## config.mk

```make
export PLATFORM = sky130hd
export DESIGN_NAME = chip8cpu_ctrl
export DESIGN_NICKNAME = d
export VERILOG_FILES = /design/src/rtl/chip8cpu_pkg.sv /design/src/rtl/chip8cpu_ctrl.sv
export SDC_FILE = /design/constraint.sdc
export NUM_CORES = 1
export LEC_CHECK = 0
export ABC_AREA = 1
export BUFFER_PORTS_ARGS = -buffer_cell sky130_fd_sc_hd__buf_2
export CAP_MARGIN = 10
export CORE_UTILIZATION = 40
export DETAILED_ROUTE_END_ITERATION = 16
export GPL_TIMING_DRIVEN = 1
export PLACE_DENSITY = 0.66
export SLEW_MARGIN = 10
export SYNTH_ARGS = -nofsm -noshare
export SYNTH_HDL_FRONTEND = slang
export SYNTH_SLANG_ARGS = --single-unit
export TNS_END_PERCENT = 100
```

## constraint.sdc

```tcl
create_clock -name clock -period 1.7 [get_ports clock]
set_input_delay 0.17 -clock clock [delete_from_list [all_inputs] [get_ports clock]]
set_output_delay 0.17 -clock clock [all_outputs]
set_load 0.03 [all_outputs]
```

## src/rtl/chip8cpu_pkg.sv

```systemverilog
// Shared constants, micro-op codes, control/status types and font table for the CHIP-8 core.
package chip8cpu_pkg;

   localparam int MEM_BYTES   = 4096;
   localparam int MEM_AW      = $clog2(MEM_BYTES);
   localparam int STACK_DEPTH = 16;
   localparam int SP_W        = $clog2(STACK_DEPTH);
   localparam int DISP_W      = 64;
   localparam int DISP_H      = 32;
   localparam int FONT_BYTES  = 80;
   localparam int REQ_W       = 48;
   localparam int RSP_W       = 96;

   localparam logic [11:0] START_PC = 12'h200;

   localparam logic [1:0] CMD_WRITE = 2'd0;
   localparam logic [1:0] CMD_EXEC  = 2'd1;
   localparam logic [1:0] CMD_ROW   = 2'd2;

   localparam logic [15:0] OP_CLS   = 16'h00E0;
   localparam logic [15:0] OP_RET   = 16'h00EE;
   localparam logic [7:0]  KEY_DOWN = 8'h9E;
   localparam logic [7:0]  KEY_UP   = 8'hA1;
   localparam logic [7:0]  FX_GETDT = 8'h07;
   localparam logic [7:0]  FX_SETDT = 8'h15;
   localparam logic [7:0]  FX_SETST = 8'h18;
   localparam logic [7:0]  FX_ADDI  = 8'h1E;
   localparam logic [7:0]  FX_FONT  = 8'h29;
   localparam logic [7:0]  FX_BCD   = 8'h33;
   localparam logic [7:0]  FX_STORE = 8'h55;
   localparam logic [7:0]  FX_LOAD  = 8'h65;

   localparam logic [4:0] U_NONE      = 5'd0;
   localparam logic [4:0] U_CLEAR     = 5'd1;
   localparam logic [4:0] U_LATCH     = 5'd2;
   localparam logic [4:0] U_MEMWR     = 5'd3;
   localparam logic [4:0] U_FETCH_HI  = 5'd4;
   localparam logic [4:0] U_FETCH_LO  = 5'd5;
   localparam logic [4:0] U_FETCH_END = 5'd6;
   localparam logic [4:0] U_RDX       = 5'd7;
   localparam logic [4:0] U_RDY       = 5'd8;
   localparam logic [4:0] U_EXEC      = 5'd9;
   localparam logic [4:0] U_DRAW_RD   = 5'd10;
   localparam logic [4:0] U_DRAW_WR   = 5'd11;
   localparam logic [4:0] U_DRAW_END  = 5'd12;
   localparam logic [4:0] U_BCD       = 5'd13;
   localparam logic [4:0] U_STORE     = 5'd14;
   localparam logic [4:0] U_LOAD_RD   = 5'd15;
   localparam logic [4:0] U_LOAD_WR   = 5'd16;
   localparam logic [4:0] U_TICK      = 5'd17;
   localparam logic [4:0] U_OUT       = 5'd18;

   typedef struct packed {
      logic [4:0] uop;
   } ctrl_cmd_type;

   typedef struct packed {
      logic       clear_last;
      logic [3:0] op_class;
      logic [7:0] nn;
      logic       n_zero;
      logic       draw_last;
      logic       x_last;
      logic       bcd_last;
   } status_type;

   localparam logic [7:0] FONT [FONT_BYTES] = '{
      8'hF0, 8'h90, 8'h90, 8'h90, 8'hF0, 8'h20, 8'h60, 8'h20, 8'h20, 8'h70,
      8'hF0, 8'h10, 8'hF0, 8'h80, 8'hF0, 8'hF0, 8'h10, 8'hF0, 8'h10, 8'hF0,
      8'h90, 8'h90, 8'hF0, 8'h10, 8'h10, 8'hF0, 8'h80, 8'hF0, 8'h10, 8'hF0,
      8'hF0, 8'h80, 8'hF0, 8'h90, 8'hF0, 8'hF0, 8'h10, 8'h20, 8'h40, 8'h40,
      8'hF0, 8'h90, 8'hF0, 8'h90, 8'hF0, 8'hF0, 8'h90, 8'hF0, 8'h10, 8'hF0,
      8'hF0, 8'h90, 8'hF0, 8'h90, 8'h90, 8'hE0, 8'h90, 8'hE0, 8'h90, 8'hE0,
      8'hF0, 8'h80, 8'h80, 8'h80, 8'hF0, 8'hE0, 8'h90, 8'h90, 8'h90, 8'hE0,
      8'hF0, 8'h80, 8'hF0, 8'h80, 8'hF0, 8'hF0, 8'h80, 8'hF0, 8'h80, 8'h80
   };

endpackage

```

## src/rtl/chip8cpu_ctrl.sv

```systemverilog
// CHIP-8 sequencing FSM: one micro-op per cycle, U_NONE while idle or held.
module chip8cpu_ctrl (
   input  logic                       clock,
   input  logic                       reset,
   input  logic                       req_tvalid,
   input  logic [1:0]                 req_cmd,
   output logic                       req_tready,
   output logic                       rsp_tvalid,
   input  logic                       rsp_tready,
   input  chip8cpu_pkg::status_type   status,
   output chip8cpu_pkg::ctrl_cmd_type cmd
);
   import chip8cpu_pkg::*;

   localparam logic [4:0] S_CLEAR = 5'd0;
   localparam logic [4:0] S_IDLE  = 5'd1;
   localparam logic [4:0] S_MEMWR = 5'd2;
   localparam logic [4:0] S_F1    = 5'd3;
   localparam logic [4:0] S_F2    = 5'd4;
   localparam logic [4:0] S_F3    = 5'd5;
   localparam logic [4:0] S_RX    = 5'd6;
   localparam logic [4:0] S_RY    = 5'd7;
   localparam logic [4:0] S_EXEC  = 5'd8;
   localparam logic [4:0] S_DRD   = 5'd9;
   localparam logic [4:0] S_DWR   = 5'd10;
   localparam logic [4:0] S_DEND  = 5'd11;
   localparam logic [4:0] S_BCD   = 5'd12;
   localparam logic [4:0] S_STORE = 5'd13;
   localparam logic [4:0] S_LRD   = 5'd14;
   localparam logic [4:0] S_LWR   = 5'd15;
   localparam logic [4:0] S_TICK  = 5'd16;
   localparam logic [4:0] S_DONE  = 5'd17;

   logic [4:0] state_ff, state_in;
   logic       valid_ff, valid_in;
   logic       fire;

   assign req_tready = (state_ff == S_IDLE);
   assign rsp_tvalid = valid_ff;
   assign fire       = !valid_ff || rsp_tready;

   always_comb begin
      state_in = state_ff;
      cmd.uop  = U_NONE;
      valid_in = valid_ff && !rsp_tready;
      case (state_ff)
         S_CLEAR: begin
            cmd.uop = U_CLEAR;
            if (status.clear_last) state_in = S_IDLE;
         end
         S_IDLE: begin
            if (req_tvalid) begin
               cmd.uop = U_LATCH;
               case (req_cmd)
                  CMD_WRITE: state_in = S_MEMWR;
                  CMD_EXEC:  state_in = S_F1;
                  default:   state_in = S_DONE;
               endcase
            end
         end
         S_MEMWR: begin
            cmd.uop  = U_MEMWR;
            state_in = S_DONE;
         end
         S_F1: begin
            cmd.uop  = U_FETCH_HI;
            state_in = S_F2;
         end
         S_F2: begin
            cmd.uop  = U_FETCH_LO;
            state_in = S_F3;
         end
         S_F3: begin
            cmd.uop  = U_FETCH_END;
            state_in = S_RX;
         end
         S_RX: begin
            cmd.uop  = U_RDX;
            state_in = S_RY;
         end
         S_RY: begin
            cmd.uop  = U_RDY;
            state_in = S_EXEC;
         end
         S_EXEC: begin
            cmd.uop  = U_EXEC;
            state_in = S_TICK;
            if (status.op_class == 4'hD) begin
               state_in = status.n_zero ? S_DEND : S_DRD;
            end else if (status.op_class == 4'hF) begin
               if (status.nn == FX_BCD) state_in = S_BCD;
               else if (status.nn == FX_STORE) state_in = S_STORE;
               else if (status.nn == FX_LOAD) state_in = S_LRD;
            end
         end
         S_DRD: begin
            cmd.uop  = U_DRAW_RD;
            state_in = S_DWR;
         end
         S_DWR: begin
            cmd.uop  = U_DRAW_WR;
            state_in = status.draw_last ? S_DEND : S_DRD;
         end
         S_DEND: begin
            cmd.uop  = U_DRAW_END;
            state_in = S_TICK;
         end
         S_BCD: begin
            cmd.uop = U_BCD;
            if (status.bcd_last) state_in = S_TICK;
         end
         S_STORE: begin
            cmd.uop = U_STORE;
            if (status.x_last) state_in = S_TICK;
         end
         S_LRD: begin
            cmd.uop  = U_LOAD_RD;
            state_in = S_LWR;
         end
         S_LWR: begin
            cmd.uop  = U_LOAD_WR;
            state_in = status.x_last ? S_TICK : S_LRD;
         end
         S_TICK: begin
            cmd.uop  = U_TICK;
            state_in = S_DONE;
         end
         S_DONE: begin
            if (fire) begin
               cmd.uop  = U_OUT;
               valid_in = 1'b1;
               state_in = S_IDLE;
            end
         end
         default: state_in = S_IDLE;
      endcase
   end

   always_ff @(posedge clock) begin
      if (reset) begin
         state_ff <= S_CLEAR;
         valid_ff <= 1'b0;
      end else begin
         state_ff <= state_in;
         valid_ff <= valid_in;
      end
   end

endmodule

```

==> results_dict.tcl <==
set metrics [dict create \
    fin_area_um2 1080 \
    cts_root_buf "clkbuf_4" \
    finalClockSkew_ns 0.000171 \
    cp-start-kind "flop" \
    ys_warn_count 0 \
    slew_violations 0 \
    tightest_slew_ns 0.278 \
    antenna_left 0 \
    finalHoldViolCount 0 \
    grt_max_degree 8 \
    drtIter0Drc 19 \
    drive_above_1_share_pct 32.8 \
    avgSynthCellArea_um2 5.01 \
    hp-start "reset" \
    areaGrowthSynthToFinish_pct 42.4 \
    clock_latency_ns 0.24 \
    rows 15 \
    core_um2 1760 \
    drt-wirelength-per-cell_um 10.4 \
    syn_area_um2 762 \
    fill_cells 187 \
    ys_seq_area_share_pct 15.8 \
    grt_pass1_wl_um 3730 \
    slew_headroom_pct 81.4 \
    power_mw 0.658 \
    syn_nets 175 \
    globalRoute.totalOverflow 0 \
    ys_ff_latch 6 \
    chipHeight_um 45.6 \
    cts_made_buffers 3 \
    worstSetupStartpoint "state_ff[2]" \
    n_antenna_cell 0 \
    ctsLongestPathBuffers 2 \
    cp.required_ns 1.53 \
    h-tree-depth 1 \
    first_global_vias 959 \
    min_period_ns 1.65 \
    layout_common_cells "43 x nand2_1, 31 x inv_1, 25 x buf_2" \
    final_nets 211 \
    routabilityCongestion 0.951 \
    io_pins 30 \
    path_max_fanout 7 \
    start_util_pct 43.2 \
    postCtsHoldBufs 0 \
    whs_ns 0.149 \
    ys_types 20 \
    fin_crit_sh_pct 96.8 \
    cellLeakagePower_nw 0.629 \
    end_kind "primary output" \
    vias 1048 \
    final_util_pct 61.5 \
    die-area_um2 2080 \
    setup_tns_ns 0 \
    dpl.hpwl_um 1840 \
    io_buffer_count 29 \
    synthCells 152 \
    wl_um 2200 \
    clock-sinks 6 \
    p_per_area_nw_per_um2 607 \
    place_area_um2 952 \
    final_common_cell "nand2_1" \
    path_clk_slew_ns 0.04 \
    dieWidth_um 45.6 \
    worstPathArrival_ns 1.48 \
    status "completed" \
    setup_violations 0 \
    antenna_found_initial 0 \
    reg2reg_from "state_ff[2]" \
    hp-class "input pin to flop" \
    track_usage_pct 24.5 \
    rsz0062_at_grt "yes" \
    crit_type "flop to primary output" \
    cts_tree "built" \
    viasPerCell 4.97 \
    drc 0 \
    timing.fmax_ghz 0.608 \
    cap_viol_max_count 0 \
    vdd_drop_max_mv 0.480 \
    dr.pass1.iters 4 \
]
[cell families after synthesis]
group           Yosys count  synth area share (%)
compound gates           18                  14.8
buf+inv                  34                  16.7
flops                     6                  15.8
simple gates             94                  52.7
[final cells by class]
type / count / area (um^2) / area share, %
Multi-Input combinational cell: 112 / 594 / 54.8
Timing Repair Buffer: 31 / 170 / 15.7
Sequential cell: 6 / 136 / 12.6
Inverter: 34 / 130 / 12.0
Tap cell: 25 / 31.3 / 2.88
Clock buffer: 3 / 22.5 / 2.08
[what timing repair did]
action | CTS | global route
endpoints found under the hold margin | 0 | 0
pin swaps | 0 | 3
setup endpoints to repair | 3 | 5
gates resized for setup | 11 | 23
setup buffers | 0 | 1
[state kept, by name, summed over array words and instances (netlist names)]
| name | flops |
|---|---|
| rsp_tvalid | 1 |
| state_ff | 5 |
[per-stage QoR]
| step | std cells | setup slack, ns |
|---|---|---|
| 6_report | 211 | 0.0539 |
| 3_5_place_dp | 207 | 0.144 |
| 5_1_grt | 211 | -0.0393 |
| 3_3_place_gp | 207 | 0.208 |
| 2_1_floorplan | 152 | 0.0849 |
| 4_1_cts | 210 | 0.000396 |
[metal layers]
| metal | GRT usage [%] | routed length, um | vias to the layer above |
|---|---|---|---|
| met1 | 31.9 | 939 | 461 |
| met4 | 7.27 | 37 | 0 |
| met3 | 3.57 | 150 | 5 |
| met5 | 0 | 0 | - |
| met2 | 41.4 | 1080 | 34 |
| li1 | - | - | 548 |
[Yosys cell counts]
cell,n,area [um^2]
a21oi_1,6,30.0
a311oi_1,1,8.76
dfxtp_1,6,120
inv_1,32,120
inv_2,2,7.51
nand2_1,47,176
nand2_2,1,6.26
nand3_1,15,75.1
nand3b_1,1,7.51
nand4_1,3,18.8
nor2_1,22,82.6
nor2_2,4,25.0
nor3_2,1,10.0
o2111ai_1,1,8.76
o211ai_1,2,15.0
o21a_1,1,7.51
o21ai_0,4,20.0
o21ai_2,1,8.76
o22ai_1,1,6.26
o31ai_1,1,7.51
[path summary, 6_finish.rpt]
check        slack [ns]     endpoint  cells past startpoint
max                0.05       cmd[4]                      6
min                0.15  state_ff[4]                      2
max reg2reg        0.16  state_ff[4]                      9
min reg2reg        0.54  state_ff[4]                      2
[report_power, final]
part,switching [mW],internal [mW]
sequential,0.0249,0.154
clock,0.0469,0.0795
combinational,0.220,0.133
[critical path, cell delays in order (launching register included)]
cell and delay [ns]:
dfxtp_4 0.38, nor2_2 0.16, inv_1 0.10, nor3_4 0.24
nand2_1 0.10, nand3_1 0.07, clkbuf_4 0.18
Power figures use the tool's default switching activity.
